$ cat src/sv/pif_pkg.sv
package pif_pkg;

    // ascii codes recognised in the format stream or written to the output
    localparam logic [7:0] CH_NUL   = 8'h00;
    localparam logic [7:0] CH_PCT   = 8'h25;
    localparam logic [7:0] CH_D     = 8'h64;
    localparam logic [7:0] CH_I     = 8'h69;
    localparam logic [7:0] CH_U     = 8'h75;
    localparam logic [7:0] CH_X     = 8'h78;
    localparam logic [7:0] CH_C     = 8'h63;
    localparam logic [7:0] CH_MINUS = 8'h2d;
    localparam logic [7:0] CH_ZERO  = 8'h30;
    localparam logic [7:0] CH_A     = 8'h61;

    // argument is 32 bits wide, so the magnitude never exceeds that
    localparam int MAX_MAG_BITS = 32;
    // ten decimal digits cover any 32-bit magnitude
    localparam int DEC_DIGITS   = 10;
    localparam int DIGIT_BITS   = 4 * DEC_DIGITS;
    localparam int NDIG_W       = $clog2(DEC_DIGITS + 1);

    localparam int QUEUE_DEPTH  = 2;

    typedef enum logic [1:0] {
        K_CHAR1 = 2'd0,   // one character
        K_CHAR2 = 2'd1,   // '%' then the character
        K_DEC   = 2'd2,   // decimal number
        K_HEX   = 2'd3    // hex number
    } kind_t;

    typedef struct packed {
        kind_t                    kind;
        logic                     neg;
        logic [7:0]               ch;
        logic [MAX_MAG_BITS-1:0]  mag;
    } cmd_t;

    function automatic logic [7:0] digit_char(input logic [3:0] nib);
        logic [7:0] wide;
        wide = {4'b0000, nib};
        if (nib < 4'd10)
        begin
            return CH_ZERO + wide;
        end
        return CH_A + wide - 8'd10;
    endfunction

endpackage

$ cat src/sv/pif_front.sv
module pif_front #(
    parameter int VALUE_BITS = 32
) (
    input  logic           clk,
    input  logic           rst_n,
    input  logic           fmt_valid,
    output logic           fmt_stall,
    input  logic [7:0]     fmt_byte,
    input  logic [31:0]    arg_word,
    input  logic           q_full,
    output logic           push,
    output pif_pkg::cmd_t  cmd
);
    import pif_pkg::*;

    localparam int MAG_BITS = (VALUE_BITS < MAX_MAG_BITS) ? VALUE_BITS : MAX_MAG_BITS;
    localparam bit SIGN_USED = (VALUE_BITS <= MAX_MAG_BITS);

    logic                pending_reg;
    logic                pending_next;
    logic                accept;
    logic [MAG_BITS-1:0] val;
    logic [MAG_BITS-1:0] val_neg;
    logic                neg;

    assign fmt_stall = q_full;
    assign accept    = fmt_valid && !q_full;

    assign val     = arg_word[MAG_BITS-1:0];
    assign val_neg = ~val + MAG_BITS'(1);
    assign neg     = SIGN_USED && val[MAG_BITS-1];

    assign pending_next = accept ? (!pending_reg && (fmt_byte == CH_PCT)) : pending_reg;
    assign push = accept && (fmt_byte != CH_NUL) && (pending_reg || (fmt_byte != CH_PCT));

    always_comb
    begin
        cmd      = '0;
        cmd.kind = K_CHAR1;
        cmd.ch   = fmt_byte;
        if (pending_reg)
        begin
            case (fmt_byte)
                CH_D, CH_I:
                begin
                    cmd.kind = K_DEC;
                    cmd.neg  = neg;
                    cmd.mag  = MAX_MAG_BITS'(neg ? val_neg : val);
                end
                CH_U:
                begin
                    cmd.kind = K_DEC;
                    cmd.mag  = MAX_MAG_BITS'(val);
                end
                CH_X:
                begin
                    cmd.kind = K_HEX;
                    cmd.mag  = MAX_MAG_BITS'(val);
                end
                CH_C:
                begin
                    cmd.ch = arg_word[7:0];
                end
                CH_PCT:
                begin
                    cmd.ch = CH_PCT;
                end
                default:
                begin
                    cmd.kind = K_CHAR2;
                end
            endcase
        end
    end

    always_ff @(posedge clk or negedge rst_n)
    begin
        if (!rst_n)
        begin
            pending_reg <= 1'b0;
        end
        else
        begin
            pending_reg <= pending_next;
        end
    end

endmodule

$ cat src/sv/pif_queue.sv
module pif_queue (
    input  logic           clk,
    input  logic           rst_n,
    input  logic           push,
    input  pif_pkg::cmd_t  push_cmd,
    output logic           full,
    input  logic           pop,
    output logic           head_valid,
    output pif_pkg::cmd_t  head_cmd
);
    import pif_pkg::*;

    localparam int PTR_W = (QUEUE_DEPTH > 1) ? $clog2(QUEUE_DEPTH) : 1;
    localparam int CNT_W = $clog2(QUEUE_DEPTH + 1);

    cmd_t             entry_reg [QUEUE_DEPTH];
    logic [PTR_W-1:0] wr_ptr_reg;
    logic [PTR_W-1:0] wr_ptr_next;
    logic [PTR_W-1:0] rd_ptr_reg;
    logic [PTR_W-1:0] rd_ptr_next;
    logic [CNT_W-1:0] count_reg;
    logic [CNT_W-1:0] count_next;
    logic             do_push;
    logic             do_pop;

    assign full       = (count_reg == CNT_W'(QUEUE_DEPTH));
    assign head_valid = (count_reg != '0);
    assign head_cmd   = entry_reg[rd_ptr_reg];
    assign do_push    = push && !full;
    assign do_pop     = pop && head_valid;

    always_comb
    begin
        wr_ptr_next = wr_ptr_reg;
        rd_ptr_next = rd_ptr_reg;
        count_next  = count_reg;
        if (do_push)
        begin
            wr_ptr_next = (wr_ptr_reg == PTR_W'(QUEUE_DEPTH - 1)) ? '0 : wr_ptr_reg + PTR_W'(1);
        end
        if (do_pop)
        begin
            rd_ptr_next = (rd_ptr_reg == PTR_W'(QUEUE_DEPTH - 1)) ? '0 : rd_ptr_reg + PTR_W'(1);
        end
        if (do_push && !do_pop)
        begin
            count_next = count_reg + CNT_W'(1);
        end
        else if (do_pop && !do_push)
        begin
            count_next = count_reg - CNT_W'(1);
        end
    end

    always_ff @(posedge clk or negedge rst_n)
    begin
        if (!rst_n)
        begin
            wr_ptr_reg <= '0;
            rd_ptr_reg <= '0;
            count_reg  <= '0;
        end
        else
        begin
            wr_ptr_reg <= wr_ptr_next;
            rd_ptr_reg <= rd_ptr_next;
            count_reg  <= count_next;
        end
    end

    always_ff @(posedge clk)
    begin
        if (do_push)
        begin
            entry_reg[wr_ptr_reg] <= push_cmd;
        end
    end

endmodule

$ cat src/sv/pif_back.sv
module pif_back #(
    parameter int MAG_BITS = 32
) (
    input  logic           clk,
    input  logic           rst_n,
    input  logic           head_valid,
    input  pif_pkg::cmd_t  head_cmd,
    output logic           pop,
    output logic           chr_valid,
    input  logic           chr_stall,
    output logic [7:0]     out_byte,
    output logic           last_of_run
);
    import pif_pkg::*;

    localparam int CNT_W = $clog2(MAG_BITS + 1);

    typedef enum logic [6:0] {
        S_IDLE = 7'b0000001,
        S_PCT  = 7'b0000010,
        S_CHAR = 7'b0000100,
        S_CONV = 7'b0001000,
        S_SIGN = 7'b0010000,
        S_SKIP = 7'b0100000,
        S_DIG  = 7'b1000000
    } state_t;

    state_t                   state_reg;
    state_t                   state_next;
    logic                     neg_reg;
    logic                     neg_next;
    logic [7:0]               ch_reg;
    logic [7:0]               ch_next;
    logic [MAX_MAG_BITS-1:0]  shift_reg;
    logic [MAX_MAG_BITS-1:0]  shift_next;
    logic [DIGIT_BITS-1:0]    digits_reg;
    logic [DIGIT_BITS-1:0]    digits_next;
    logic [DIGIT_BITS-1:0]    adj;
    logic [NDIG_W-1:0]        ndig_reg;
    logic [NDIG_W-1:0]        ndig_next;
    logic [CNT_W-1:0]         cnt_reg;
    logic [CNT_W-1:0]         cnt_next;
    logic                     out_valid_reg;
    logic                     out_valid_next;
    logic [7:0]               out_byte_reg;
    logic [7:0]               out_byte_next;
    logic                     last_reg;
    logic                     last_next;
    logic                     out_free;
    logic                     emit;
    logic [3:0]               top_nib;

    assign chr_valid   = out_valid_reg;
    assign out_byte    = out_byte_reg;
    assign last_of_run = last_reg;
    assign out_free    = !out_valid_reg || !chr_stall;
    assign top_nib     = digits_reg[DIGIT_BITS-1 -: 4];

    // double-dabble correction, one per bcd digit
    always_comb
    begin
        for (int i = 0; i < DEC_DIGITS; i++)
        begin
            adj[4*i +: 4] = (digits_reg[4*i +: 4] >= 4'd5) ?
                            digits_reg[4*i +: 4] + 4'd3 : digits_reg[4*i +: 4];
        end
    end

    always_comb
    begin
        state_next    = state_reg;
        neg_next      = neg_reg;
        ch_next       = ch_reg;
        shift_next    = shift_reg;
        digits_next   = digits_reg;
        ndig_next     = ndig_reg;
        cnt_next      = cnt_reg;
        pop           = 1'b0;
        emit          = 1'b0;
        out_byte_next = out_byte_reg;
        last_next     = last_reg;
        case (state_reg)
            S_IDLE:
            begin
                if (head_valid)
                begin
                    pop       = 1'b1;
                    ch_next   = head_cmd.ch;
                    neg_next  = head_cmd.neg;
                    ndig_next = NDIG_W'(DEC_DIGITS);
                    case (head_cmd.kind)
                        K_CHAR1: state_next = S_CHAR;
                        K_CHAR2: state_next = S_PCT;
                        K_DEC:
                        begin
                            shift_next  = head_cmd.mag << (MAX_MAG_BITS - MAG_BITS);
                            digits_next = '0;
                            cnt_next    = CNT_W'(MAG_BITS);
                            state_next  = S_CONV;
                        end
                        default:
                        begin
                            digits_next = DIGIT_BITS'(head_cmd.mag);
                            state_next  = S_SKIP;
                        end
                    endcase
                end
            end
            S_PCT:
            begin
                if (out_free)
                begin
                    emit          = 1'b1;
                    out_byte_next = CH_PCT;
                    last_next     = 1'b0;
                    state_next    = S_CHAR;
                end
            end
            S_CHAR:
            begin
                if (out_free)
                begin
                    emit          = 1'b1;
                    out_byte_next = ch_reg;
                    last_next     = 1'b1;
                    state_next    = S_IDLE;
                end
            end
            S_CONV:
            begin
                digits_next = {adj[DIGIT_BITS-2:0], shift_reg[MAX_MAG_BITS-1]};
                shift_next  = {shift_reg[MAX_MAG_BITS-2:0], 1'b0};
                cnt_next    = cnt_reg - CNT_W'(1);
                if (cnt_reg == CNT_W'(1))
                begin
                    state_next = neg_reg ? S_SIGN : S_SKIP;
                end
            end
            S_SIGN:
            begin
                if (out_free)
                begin
                    emit          = 1'b1;
                    out_byte_next = CH_MINUS;
                    last_next     = 1'b0;
                    state_next    = S_SKIP;
                end
            end
            S_SKIP:
            begin
                // drop leading zeros, keeping at least one digit
                if ((top_nib == 4'd0) && (ndig_reg > NDIG_W'(1)))
                begin
                    digits_next = {digits_reg[DIGIT_BITS-5:0], 4'd0};
                    ndig_next   = ndig_reg - NDIG_W'(1);
                end
                else
                begin
                    state_next = S_DIG;
                end
            end
            S_DIG:
            begin
                if (out_free)
                begin
                    emit          = 1'b1;
                    out_byte_next = digit_char(top_nib);
                    last_next     = (ndig_reg == NDIG_W'(1));
                    digits_next   = {digits_reg[DIGIT_BITS-5:0], 4'd0};
                    ndig_next     = ndig_reg - NDIG_W'(1);
                    if (ndig_reg == NDIG_W'(1))
                    begin
                        state_next = S_IDLE;
                    end
                end
            end
            default:
            begin
                state_next = S_IDLE;
            end
        endcase
    end

    always_comb
    begin
        if (emit)
        begin
            out_valid_next = 1'b1;
        end
        else if (!chr_stall)
        begin
            out_valid_next = 1'b0;
        end
        else
        begin
            out_valid_next = out_valid_reg;
        end
    end

    always_ff @(posedge clk or negedge rst_n)
    begin
        if (!rst_n)
        begin
            state_reg     <= S_IDLE;
            out_valid_reg <= 1'b0;
        end
        else
        begin
            state_reg     <= state_next;
            out_valid_reg <= out_valid_next;
        end
    end

    always_ff @(posedge clk)
    begin
        neg_reg      <= neg_next;
        ch_reg       <= ch_next;
        shift_reg    <= shift_next;
        digits_reg   <= digits_next;
        ndig_reg     <= ndig_next;
        cnt_reg      <= cnt_next;
        out_byte_reg <= out_byte_next;
        last_reg     <= last_next;
    end

endmodule

$ cat src/sv/printf_integer_formatter.sv
// printf-style integer formatter. format bytes arrive one word at a time on the fmt
// channel, each with a 32-bit argument; ascii characters leave one word at a time on
// the chr channel, with last_of_run marking the final character caused by an input
// byte. a front stage classifies each byte and tracks the pending '%', a two-entry
// command queue decouples it from the back stage, which produces the characters.
// in the back stage a plain byte is loaded and then gives its character; '%' followed
// by another byte gives two characters, '%' and then that byte; %x loads the value,
// skips leading zero nibbles and gives the hex digits, keeping at least one digit;
// %d, %i and %u first run the shift-and-add-3 binary-to-bcd unit over the
// min(VALUE_BITS, 32) magnitude bits, then give a minus sign if negative, skip
// leading zeros and give the digits. the bcd unit and the single character output
// register set the rate; the queue lets up to two commands wait. bytes that produce
// nothing ('%', zero byte) are taken at the front without queueing a command.
module printf_integer_formatter #(
    parameter int VALUE_BITS = 32
) (
    input  logic        clk,
    input  logic        rst_n,
    // format byte channel
    input  logic        fmt_valid,
    output logic        fmt_stall,
    input  logic [7:0]  fmt_byte,
    input  logic [31:0] arg_word,
    // character channel
    output logic        chr_valid,
    input  logic        chr_stall,
    output logic [7:0]  out_byte,
    output logic        last_of_run
);
    import pif_pkg::*;

    // magnitude never exceeds the 32-bit argument
    localparam int MAG_BITS = (VALUE_BITS < MAX_MAG_BITS) ? VALUE_BITS : MAX_MAG_BITS;

    logic q_full;
    logic push;
    cmd_t push_cmd;
    logic pop;
    logic head_valid;
    cmd_t head_cmd;

    // classify bytes, hold the pending percent flag
    pif_front #(
        .VALUE_BITS (VALUE_BITS)
    ) u_front (
        .clk       (clk),
        .rst_n     (rst_n),
        .fmt_valid (fmt_valid),
        .fmt_stall (fmt_stall),
        .fmt_byte  (fmt_byte),
        .arg_word  (arg_word),
        .q_full    (q_full),
        .push      (push),
        .cmd       (push_cmd)
    );

    // short command queue between the two halves
    pif_queue u_queue (
        .clk        (clk),
        .rst_n      (rst_n),
        .push       (push),
        .push_cmd   (push_cmd),
        .full       (q_full),
        .pop        (pop),
        .head_valid (head_valid),
        .head_cmd   (head_cmd)
    );

    // conversion and character output
    pif_back #(
        .MAG_BITS (MAG_BITS)
    ) u_back (
        .clk         (clk),
        .rst_n       (rst_n),
        .head_valid  (head_valid),
        .head_cmd    (head_cmd),
        .pop         (pop),
        .chr_valid   (chr_valid),
        .chr_stall   (chr_stall),
        .out_byte    (out_byte),
        .last_of_run (last_of_run)
    );

endmodule
$ cat config.mk
export PLATFORM = sky130hd
export DESIGN_NAME = printf_integer_formatter
export DESIGN_NICKNAME = d
export VERILOG_FILES = /design/src/sv/pif_pkg.sv /design/src/sv/pif_front.sv /design/src/sv/pif_queue.sv /design/src/sv/pif_back.sv /design/src/sv/printf_integer_formatter.sv
export SDC_FILE = /design/constraint.sdc
export NUM_CORES = 1
export LEC_CHECK = 0
export BUFFER_PORTS_ARGS = -buffer_cell sky130_fd_sc_hd__buf_2
export CORE_MARGIN = 2
export CORE_UTILIZATION = 55
export CTS_BUF_LIST = sky130_fd_sc_hd__clkbuf_4 sky130_fd_sc_hd__clkbuf_8
export DETAILED_ROUTE_END_ITERATION = 10
export GPL_TIMING_DRIVEN = 1
export PLACE_DENSITY = 0.73
export RECOVER_POWER = 50
export SLEW_MARGIN = 10
export SYNTH_ARGS = -nofsm -noshare
export SYNTH_HDL_FRONTEND = slang
export SYNTH_SLANG_ARGS = --single-unit
$ cat constraint.sdc
create_clock -name clk -period 8.2 [get_ports clk]
set_clock_uncertainty 0.15 [all_clocks]
set_input_delay 0 -clock clk [delete_from_list [all_inputs] [get_ports clk]]
set_output_delay 0 -clock clk [all_outputs]
set_load 0.05 [all_outputs]
# --- Yosys cells after proc, flatten, opt, wreduce, memory -nomap -nowiden ---
# Memories as Yosys holds them, arrays and structs flattened.
# Cells that the tools add are included.
classes:
  addsub: 20
  n_lt_le_gt_ge: 12
  eq_ne: 32
  n_mux: 68
  bitwise_logic: 1
  reduce_logical: 41
op_table:
  columns: ["op", "n"]
  rows:
  - ["$pmux W40 S4", 1]
  - ["$pmux W32 S2", 2]
  - ["$mux W40", 3]
  - ["$mux W32", 3]
  - ["$pmux W40 S2", 1]
  - ["$mux W7", 8]
  - ["$pmux W7 S7", 1]
  - ["$mux W4", 12]
  - ["$mux W8", 6]
  - ["$mux W43", 1]
  - ["$eq A8 B7 Y1 const B", 5]
  - ["$ge A4 B3 Y1 const B", 10]
  - ["$add A4 B2 Y4 const B", 9]
  - ["$add A32 B1 Y32 const B", 1]
  - ["$not A32 Y32", 1]
  - ["$pmux W8 S4", 1]
  - ["$mux W6", 3]
  - ["$ne A2 B1 Y1 const B", 9]
  - ["$pmux W6 S3", 1]
  - ["$mux W1", 17]
  - ["$pmux W8 S2", 1]
  - ["$pmux W4 S3", 1]
  - ["$pmux W6 S2", 1]
  - ["$reduce_and A5 Y1", 2]
  - ["other kinds (45)", 74]
word_totals:
  ff_bits: 113
  ram_bits: 86
  input_bits: 44
  output_inout_bits: 11
  word_cells: 189
  n_memories: 1
memory_table:
  columns: ["name", "depth", "width", "rd", "rd_ports_with_merged_regs", "write_ports", "line", "rtl"]
  rows:
  - ["u_queue.entry_reg", 2, 43, 1, 0, 1, "pif_queue.sv:16", "cmd_t entry_reg [QUEUE_DEPTH];"]

# --- Logic depth before layout (Yosys ltp) ---
# Gate-level depths: netlist of the first run.
depth:
  word_depth: 10
  ltp_mapped: 8
  depth_no_buf: 7

# --- Modules after synthesis ---
# A second synthesis of the first run with hierarchy kept.
hier_totals:
  hier_cells: 968
  area_unflattened_um2: 10876.7
modules_own_cells:
  columns: ["mod", "instances", "cells_each", "area_each_um2", "seq_area_each_um2"]
  rows:
  - ["pif_back", 1, 586, 5849.4, 3204.3]
  - ["pif_queue", 1, 153, 3504.6, 2682.6]
  - ["pif_front", 1, 229, 1522.7, 25.0]

# --- Worst setup path after synthesis of the first run ---
# No wires, ideal clock.
synth_timing:
  kind: "register to register"
  from: "register u_back.state_reg[4]"
  to: "register u_back.digits_reg[0], enable pin"
  setup_time_ns: 0.437
  arrival_time_ns: 3.154
  required_time_ns: 7.613
  slack_ns: 4.459
  path_stages_with_launch: 8
  period_less_slack_ns: 3.741
  path_cell_list: "dfrtp_1 buf_2 nor2_1 nand2_1 nor3_1 clkbuf_1 nor3_1 nor2_1"
synth_between:
  elab_chain_cells: 3
synth_lines:
  columns: ["item", "line", "rtl"]
  rows:
  - ["start: declaration", "pif_back.sv:28", "state_t state_reg;"]
  - ["start signal: assignment", "pif_back.sv:209", "state_reg <= state_next;"]
  - ["$eq A7 B1 Y1 (tied with other cells)", "pif_back.sv:82", "case (state_reg)"]
  - ["$reduce_bool A4 Y1 (no source line) (tied with other cells)", null, null]
  - ["$reduce_and A5 Y1 (no source line) (*)", null, null]
  - ["end signal: assignment", "pif_back.sv:219", "digits_reg <= digits_next;"]
  - ["end: declaration", "pif_back.sv:36", "logic [DIGIT_BITS-1:0] digits_reg;"]
# Every way passes the cells marked *; elsewhere a longest branch is shown, timed or not.
# A chain may end at the register's enable or synchronous reset.

# --- Final worst setup path of the first run ---
layout_timing:
  from: "register u_back.state_reg[0]"
  to: "register u_back.state_reg[2]"
layout_between:
  elab_chain_cells: 3
layout_lines:
  columns: ["item", "line"]
  rows:
  - ["$eq A7 B7 Y1 (tied with other cells)", "pif_back.sv:82"]
  - ["$ne A2 B1 Y1 (no source line) / $ne A2 B2 Y1 (equally long branches)", null]
  - ["$reduce_and A8 Y1 (no source line)", null]
# Parallel ways exist; a longest one is shown, timed or not.

==> results of run 1 <==
[synthesized netlist by cell type, types with 3 or more instances]
cell and count:
edfxtp_1 186, a21oi_1 97, nor2_1 77, nand2_1 76, inv_1 39, o21ai_0 39
mux2i_1 34, ha_1 26, o221ai_1 26, nor3b_1 25, clkbuf_1 22, o211ai_1 20
xnor2_1 20, nor3_1 16, o31ai_1 16, or3_1 16, buf_2 15, nand2b_1 15
dfrtp_1 12, mux2_2 12, a311oi_1 11, nand3_1 11, nor4_1 10, nor2b_1 7
and2_1 6, buf_1 6, o22ai_1 6, nand4_1 5, a21o_1 4, and3_1 4
nand3b_1 4, or2_2 4, xor2_1 4, a21boi_0 3, o21a_1 3
[worst max-delay path, delay by kind of cell (launching register included)]
family                 cells  cell delay, ns
multiplexers               1            0.30
AO/OA/AOI/OAI              2            0.63
AND/OR/NAND/NOR            2            0.20
buffers and inverters      1            3.01
flip-flops                 1            0.68
[per-layer routing]
metal / global-route usage (%) / wire length (um) / up-vias
met5: 0 / 0 / -
met4: 8.26 / 463 / 0
met3: 3.50 / 1310 / 35
met2: 35.2 / 10400 / 280
met1: 34.2 / 10300 / 3727
li1: - / - / 3660
[cell type report]
cell class	count	area share, %
inverters	40	1.28
repair buffers	121	7.62
clock buffers	17	1.99
multi-input cells	633	34.7
flip-flops and latches	199	50.3
clock inverters	15	1.58
well taps	234	2.49
[kinds of logic after synthesis]
group                      after synthesis  synth area share [%]
adders and majority gates               26                  3.16
DFF                                    199                  57.4
xor gates and xnor gates                24                  2.04
AOI/OAI and AO/OA                      246                  15.2
buffers and inverters                   83                  3.20
and+or+nand+nor                        291                  14.4
muxes                                   46                  4.61
[report_power, final]
part	switching [mW]	total (mW)	internal, mW
Combinational	0.926	1.48	0.556
Sequential	0.220	1.85	1.63
Clock	0.369	0.653	0.284
Total	1.52	3.99	2.47
[per-stage QoR]
stage	setup WS, ns	instance area (sq um)
floorplan	4.46	10300
global placement	5.26	10800
detailed placement	5.19	10800
CTS	5.08	11800
global route	2.66	11700
finish	3.06	11700
[worst max path at each step]
stage / from / cells after the start / slack (ns) / end
final: u_back.state_reg[0] / 6 / 3.06 / u_back.state_reg[2]
after global routing: u_back.state_reg[0] / 6 / 2.66 / u_back.state_reg[2]
after CTS: u_front.pending_reg / 5 / 5.08 / u_queue.entry_reg[0][23]
after detailed placement: u_back.state_reg[4] / 6 / 5.19 / u_back.digits_reg[4]
after global placement: u_back.state_reg[4] / 6 / 5.26 / u_back.digits_reg[12]
after floorplan: u_back.state_reg[4] / 7 / 4.46 / u_back.digits_reg[0]
==> results.py, run 1 <==
metrics = {
    "yosys": {
        "synthTopCellsByArea": "edfxtp_1 54%, a21oi_1 4.7%, mux2i_1 3.3%, ha_1 3.2%, dfrtp_1 2.9%",
        "synth_seq_cells": 199,
        "async_reset_ff_share_pct": 6.53,
        "synth_top_area_share_pct": 54.2,
        "synth_area_sq_mm": 0.0103,
        "synth_edf_count": 186,
        "synthCells": 915,
        "synthFlopType": "edfxtp_1",
        "synth.avg_cell_area_sq_um": 11.3,
        "ys_seq_area_share_pct": 57.4,
        "synth_nets": 985,
        "yosysUniqueCellTypes": 64,
        "yosys.area.top_type": "edfxtp_1",
        "ys_warn_count": 0,
    },
    "place": {
        "hpwl_um": 14700,
        "routabilityCongestion": 0.922,
        "dpl.cell_count": 1165,
        "io_buffers": 54,
    },
    "layout": {
        "multiInputGateArea_sq_mm": 0.00408,
        "final_util_pct": 63.4,
        "final_cells": 1259,
        "n_fill_cell": 1418,
        "layout-drive-gt1-share_pct": 9.66,
        "area_growth_pct": 14.0,
        "regArea_sq_mm": 0.00591,
        "final_nets": 1082,
        "n_antenna_cell": 0,
        "final_common_cell": "edfxtp_1",
        "final_cell_mix": "186 x edfxtp_1, 97 x a21oi_1, 76 x nand2_1, 76 x nor2_1, 62 x dlygate4sd3_1",
        "largest_reg_flops": 86,
    },
    "timing": {
        "tightest_slew_ns": 4.31,
        "period_share_pct": 62.7,
        "finalSetupTns_ns": 0,
        "fin_crit_ns": 5.14,
        "setup_violations": 0,
        "final-hold-violation-count": 0,
        "fmax_ghz": 0.195,
        "rsz0062_at_grt": "no",
        "relSlewSlack_pct": -188,
        "whs_ns": 0.259,
        "drv_slew": 244,
    },
    "clocking": {
        "ctsHoldBuffers": 62,
        "cts_tree": "yes",
        "ctsResizeCount": 0,
        "path_clk_slew_ns": 0.10,
        "cts_num_sinks": 199,
        "numCtsBuffers": 17,
        "clk_latency_ns": 0.48,
        "htreeDepth": 4,
        "cts_setup_buffers": 0,
        "clock_path_buffers": 2,
        "cts_root_buf": "clkbuf_8",
    },
    "detailed_routing": {
        "via_per_inst": 6.12,
        "dr.pass1.iters": 5,
        "final_antenna_net_count": 0,
        "drc": 0,
        "wl_per_cell_um": 17.8,
        "vias": 7702,
        "routed_wl_um": 22500,
        "drt_iter0_markers": 741,
    },
    "pwr": {
        "power_density_mw_per_mm2": 339,
        "leakage_nw": 4.15,
        "power_mw": 3.99,
        "vdd_drop_max_mv": 0.140,
    },
    "die": {
        "die_y_um": 141,
        "start_util_pct": 55.7,
        "die_area_sq_mm": 0.0199,
        "rows": 50,
        "core_sq_mm": 0.0185,
        "die_w_um": 141,
        "pin_count": 55,
    },
    "setup_path": {
        "cp.required_ns": 8.42,
        "reg2reg_to": "u_back.state_reg[2]",
        "r2r_start": "u_back.state_reg[0]",
        "startpoint_type": "flip-flop",
        "crit_fanout": 109,
        "r2r_cells": 6,
        "crit_path_end_kind": "flip-flop",
        "worstPathCellList": "nor2_1 > nand4_1 > clkbuf_1 > o21a_1 > o21ai_0 > mux2_2",
        "crit_type": "reg -> reg",
        "arrival_ns": 5.36,
        "ff2ff_setup_slack_ns": 3.06,
        "cp_slowest_cell": "clkbuf_1",
        "cp_slowest_stage_delay_ns": 3.01,
    },
    "global_route": {
        "grt_pass1_wl_um": 36100,
        "grt_pass1_vias": 7013,
        "grt_start_max_net_pins": 110,
        "antenna_found_initial": 0,
        "grtUsageTotal_pct": 23.1,
        "gr-total-overflow": 0,
    },
    "run_status": {
        "status": "finished, violations left",
        "violations": "max-capacitance violations, max-slew violations",
    },
    "worst_hold_path": {
        "min_path_type": "in -> reg",
        "min_delay_worst_endpoint": "u_back.last_of_run",
        "hold_start": "chr_stall",
        "worstHoldPathCells": 3,
    },
    "run": {
        "maxCapViolCount": 4,
    },
}
Note: power is estimated with default switching activity, not from simulation.
==> run 2: changes to the inputs <==
- PLACE_DENSITY: 0.73 -> 0.76
- clock period: 8.2 -> 4.45 ns (I/O delays scaled with it)
==> run 2 against run 1 <==
The run still ends with max-capacitance violations, max-slew violations left; die area did not move; sequential cell count did not move; sequential share of layout area barely moved; highest routed layer unchanged; hold slack improved by 0.0020 ns; setup slack got worse by 2.3 ns; largest cell class unchanged.
==> results.py, run 2 (synthesized netlist as in run 1, its figures left out) <==
metrics = {
    "layout": {
        "n_antenna_cell": 0,
        "final_nets": 1078,
        "regArea_sq_mm": 0.00591,
        "final_common_cell": "edfxtp_1",
        "layout-drive-gt1-share_pct": 9.99,
        "multiInputGateArea_sq_mm": 0.00408,
        "area_growth_pct": 14.0,
        "largest_reg_flops": 86,
        "n_fill_cell": 1402,
        "design_area_sq_mm": 0.0118,
        "final_util_pct": 63.5,
        "final_cell_mix": "186 x edfxtp_1, 97 x a21oi_1, 76 x nand2_1, 76 x nor2_1, 57 x dlygate4sd3_1",
    },
    "setup_path": {
        "crit_path_end_kind": "flip-flop",
        "reg2reg_to": "u_back.digits_reg[11]",
        "ff2ff_setup_slack_ns": 0.91,
        "crit_type": "in -> reg",
        "crit_start": "fmt_byte[2]",
        "crit_fanout": 17,
        "endpoint": "u_queue.entry_reg[0][20]",
        "cp.required_ns": 4.62,
        "arrival_ns": 3.84,
        "startpoint_type": "input port",
        "r2r_cells": 5,
        "r2r_start": "u_back.state_reg[0]",
    },
    "clocking": {
        "clock_path_buffers": 2,
        "clk_latency_ns": 0.46,
        "cts_num_sinks": 199,
        "cts_tree": "yes",
        "path_clk_slew_ns": 0.09,
        "cts_root_buf": "clkbuf_8",
        "numCtsBuffers": 17,
        "htreeDepth": 4,
    },
    "detailed_routing": {
        "dr_wl_met2_um": 10100,
        "wl_met1_um": 10100,
        "dr.max_layer_used": "met4",
        "drc": 0,
        "routed_wl_um": 21800,
        "via_per_inst": 6.00,
        "dr.pass1.iters": 5,
        "wl_per_cell_um": 17.4,
        "final_antenna_net_count": 0,
        "drt_iter0_markers": 738,
        "route.met3.wl_um": 1230,
        "vias": 7525,
    },
    "timing": {
        "final-hold-violation-count": 0,
        "rsz0062_at_grt": "no",
        "setup_violations": 0,
        "setup_slack_ns": 0.779,
        "drv_slew": 90,
        "fin_crit_ns": 3.67,
        "relSlewSlack_pct": -4.58,
        "whs_ns": 0.261,
        "fmax_ghz": 0.272,
        "finalSetupTns_ns": 0,
        "tightest_slew_ns": 1.57,
        "period_share_pct": 82.5,
    },
    "global_route": {
        "antenna_found_initial": 0,
        "grtUsageTotal_pct": 22.5,
        "grt_start_max_net_pins": 90,
        "grt_pass1_wl_um": 35700,
        "gr-total-overflow": 0,
        "grt_pass1_vias": 7081,
    },
    "run_status": {
        "status": "finished, violations left",
        "violations": "max-capacitance violations, max-slew violations",
    },
    "worst_hold_path": {
        "min_path_type": "in -> reg",
    },
    "pwr": {
        "leakage_nw": 4.17,
        "vdd_drop_max_mv": 0.281,
        "power_density_mw_per_mm2": 629,
    },
    "die": {
        "start_util_pct": 55.7,
        "die_area_sq_mm": 0.0199,
        "die_y_um": 141,
        "core_sq_mm": 0.0185,
        "rows": 50,
        "pin_count": 55,
        "die_w_um": 141,
    },
    "place": {
        "dpl_cell_area_sq_mm": 0.0108,
        "place_ws_ns": 1.25,
        "hpwl_um": 14800,
        "io_buffers": 54,
        "routabilityCongestion": 0.870,
    },
    "run": {
        "maxCapViolCount": 1,
    },
}
==> run 2: worst max-delay path, cell delays in order <==
cell and delay [ns]:
dlygate4sd3_1 0.52, clkbuf_1 0.41, nor2b_1 0.22, mux2_2 0.17, nand3_1 0.52, inv_1 0.60
nand2_1 0.36, o32ai_1 0.41, dlygate4sd3_1 0.62
==> run 2: power breakdown <==
group	leakage [nW]	switching, mW	internal (mW)	total, mW
logic	2.03	1.69	0.985	2.67
registers	1.90	0.424	2.99	3.42
clock network	0.229	0.609	0.689	1.30
==> run 2: worst min path at each step <==
stage | from | endpoint | cells after the start
floorplan | rst_n | u_back.chr_valid | 0
global placement | rst_n | u_queue.count_reg[1] | 1
detailed placement | rst_n | u_queue.count_reg[1] | 1
CTS | chr_stall | u_back.last_of_run | 3
global route | chr_stall | u_back.last_of_run | 3
finish | chr_stall | u_back.last_of_run | 3
==> run 2: per-stage QoR <==
step,power (mW),instances
6_report,7.39,1255
5_1_grt,7.87,1255
4_1_cts,7.42,1255
3_5_place_dp,6.08,1166
3_3_place_gp,6.00,1166
2_1_floorplan,5.38,915
==> run 2: routing by layer <==
layer  up-vias  global-route usage, %
met2       268                   34.7
li1       3661                      -
met4         0                   7.00
met5         -                      0
met1      3559                   33.1
met3        37                   3.94
==> run 2: what timing repair did <==
item / 4_1_cts / 5_1_grt
resized for setup: 0 / 0
hold buffers: 57 / 0
endpoints found under the hold margin: 110 / 0
setup buffers: 0 / 0
==> run 2: area by class of cell <==
class                           instances  area share (%)
Timing Repair Buffer                  117            7.32
Sequential cell                       199            50.3
Clock buffer                           19            2.17
Inverter                               40            1.28
Clock inverter                         13            1.72
Multi-Input combinational cell        633            34.7
Tap cell                              234            2.49
==> run 3: changes to the inputs <==
- ABC_AREA: default -> 1
- clock period: 4.45 -> 3.3 ns (I/O delays scaled with it)
==> run 3 against run 2 <==
The run now ends clean; combinational power rose by 47%; final area rose by 2.6%; clock power rose by 15%; sequential cell count did not move; global-route usage rose by 2.2 points; clock-buffer cell count fell by 2; die area rose by 3.0%; wire length rose by 12%; sequential power rose by 34%.
==> results.py, run 3 <==
metrics = {
    "setup_path": {
        "crit_fanout": 38,
        "reg2reg_to": "u_back.shift_reg[29]",
        "crit_family": "buffers and inverters",
        "crit_type": "reg -> reg",
        "crit_path_end_kind": "flip-flop",
        "cp_slowest_stage_delay_ns": 0.55,
        "cp.required_ns": 3.26,
        "worstPathCellList": "inv_1 > nor3_1 > nand2_1 > a21oi_1 > clkbuf_1 > nand2_1 > nand2_1 > buf_4",
        "r2r_start": "u_back.state_reg[0]",
        "critPathBufInv": 3,
        "r2r_cells": 8,
        "startpoint_type": "flip-flop",
        "cp_slowest_cell": "dfstp_1",
        "ff2ff_setup_slack_ns": 0.43,
        "arrival_ns": 2.83,
        "cp_common_cell": "nand2_1",
    },
    "place": {
        "dpl.cell_count": 1466,
        "routabilityCongestion": 0.911,
        "hpwl_um": 16700,
        "io_buffers": 54,
    },
    "yosys": {
        "synthFlopType": "edfxtp_1",
        "synthTopCellsByArea": "edfxtp_1 53%, nand2_1 11%, inv_1 4.7%, nor2_1 4.2%, nand3_1 3.3%",
        "synth_seq_cells": 199,
        "ys_warn_count": 0,
        "yosysMostFrequentCell": "nand2_1",
        "ys_seq_area_share_pct": 55.6,
        "yosysUniqueCellTypes": 46,
        "synth_edf_count": 186,
        "synth_nets": 1245,
        "synth.avg_cell_area_sq_um": 9.04,
        "yosys.area.top_type": "edfxtp_1",
        "synthCells": 1175,
        "async_reset_ff_share_pct": 6.53,
        "synth_area_sq_mm": 0.0106,
        "synth_top_area_share_pct": 52.6,
        "yosys-top-cells-count": "313 x nand2_1, 186 x edfxtp_1, 134 x inv_1",
    },
    "timing": {
        "whs_ns": 0.299,
        "tightest_slew_ns": 1.11,
        "setup_violations": 0,
        "fin_crit_ns": 2.87,
        "fmax_ghz": 0.348,
        "drv_slew": 0,
        "rsz0062_at_grt": "no",
        "relSlewSlack_pct": 26.2,
        "final-hold-violation-count": 0,
        "period_share_pct": 87.0,
    },
    "pwr": {
        "vdd_drop_max_mv": 0.680,
        "leakage_nw": 4.89,
        "power_density_mw_per_mm2": 830,
        "power_mw": 10.0,
    },
    "layout": {
        "final_util_pct": 64.0,
        "final_cells": 1553,
        "final_cell_mix": "316 x nand2_1, 186 x edfxtp_1, 136 x inv_1",
        "n_fill_cell": 1529,
        "layout-drive-gt1-share_pct": 7.81,
        "largest_reg_flops": 86,
        "final_nets": 1350,
        "n_antenna_cell": 0,
        "final_common_cell": "nand2_1",
        "area_growth_pct": 13.5,
    },
    "worst_hold_path": {
        "min_path_type": "in -> reg",
        "hold_start": "chr_stall",
        "worstHoldPathCells": 4,
        "min_delay_worst_endpoint": "u_back.chr_valid",
    },
    "clocking": {
        "htreeDepth": 4,
        "cts_tree": "yes",
        "numCtsBuffers": 17,
        "cts_num_sinks": 199,
        "ctsResizeCount": 0,
        "path_clk_slew_ns": 0.11,
        "clk_latency_ns": 0.47,
        "clock_path_buffers": 2,
        "cts_root_buf": "clkbuf_8",
    },
    "global_route": {
        "gr-total-overflow": 0,
        "grtUsageTotal_pct": 24.8,
        "grt_pass1_vias": 7965,
        "use_met2_pct": 39.9,
        "grt_util_met1_pct": 35.6,
        "grt_start_max_net_pins": 63,
        "top_usage_layer": "met2",
        "antenna_found_initial": 0,
        "use_met3_pct": 3.09,
        "grt_pass1_wl_um": 39700,
    },
    "die": {
        "die_w_um": 143,
        "core_sq_mm": 0.0188,
        "die_y_um": 143,
        "die_area_sq_mm": 0.0205,
        "pin_count": 55,
        "start_util_pct": 56.4,
        "rows": 50,
    },
    "run": {
        "maxCapViolCount": 0,
    },
    "detailed_routing": {
        "vias": 8470,
        "routed_wl_um": 24400,
        "wl_per_cell_um": 15.7,
        "dr.pass1.iters": 5,
        "drt_iter0_markers": 730,
        "drc": 0,
        "final_antenna_net_count": 0,
        "via_per_inst": 5.45,
    },
    "run_status": {
        "status": "complete, no violations",
    },
}
[run 3: worst reg2reg max path, delay by kind of cell (launching register included)]
kind | cells | cell delay (ns)
flops | 1 | 0.55
buf+inv | 3 | 0.99
simple gates | 4 | 0.66
compound gates | 1 | 0.14
[run 3: cell families after synthesis]
family          synth area share (%)
simple gates                    22.1
compound gates                  10.5
xor+xnor                        1.15
mux                             1.04
flops                           55.6
fa+ha+maj                       3.06
buf+inv                         6.56
[run 3: final cells by class]
type                            instances  area, sq um  area share [%]
Sequential cell                       199         5910            49.0
Multi-Input combinational cell        801         4020            33.4
Timing Repair Buffer                  119          875            7.25
Inverter                              142          533            4.42
Tap cell                              260          325            2.70
Clock buffer                           17          234            1.94
Clock inverter                         15          158            1.31
[run 3: routing by layer]
| metal | wire (um) | part of all wire (%) | vias up |
|---|---|---|---|
| li1 | - | - | 4212 |
| met1 | 11100 | 46 | 3956 |
| met2 | 11600 | 47 | 272 |
| met3 | 1290 | 5.3 | 30 |
| met4 | 417 | 1.7 | 0 |
| met5 | 0 | 0 | - |
[run 3: through the flow]
step	instance area (sq um)	setup TNS, ns	setup slack (ns)
6_report	12100	0	0.428
5_1_grt	12100	0	0.227
4_1_cts	12100	0	0.660
3_5_place_dp	11200	0	0.685
3_3_place_gp	11200	0	0.731
2_1_floorplan	10600	-0.374	-0.00435
[run 3: worst max path at each step]
stage	from	end	slack (ns)	cells after the start
after detailed placement	u_back.state_reg[1]	u_back.digits_reg[32]	0.68	8
after floorplan	u_front.pending_reg	u_queue.entry_reg[0][0]	-0.004	5
final	u_back.state_reg[0]	u_back.shift_reg[29]	0.43	8
after global routing	u_back.state_reg[0]	u_back.shift_reg[26]	0.23	8
after global placement	u_back.state_reg[1]	u_back.digits_reg[28]	0.73	8
after CTS	u_back.state_reg[1]	u_back.digits_reg[32]	0.66	8
[run 3: power breakdown]
part / switching (mW) / internal, mW / total, mW
logic: 2.79 / 1.13 / 3.92
registers: 0.443 / 4.14 / 4.59
clock network: 0.934 / 0.567 / 1.50
[run 3: what timing repair did]
item,4_1_cts,5_1_grt
buffers inserted,0,0
hold buffers,55,0
endpoints found under the hold margin,101,0
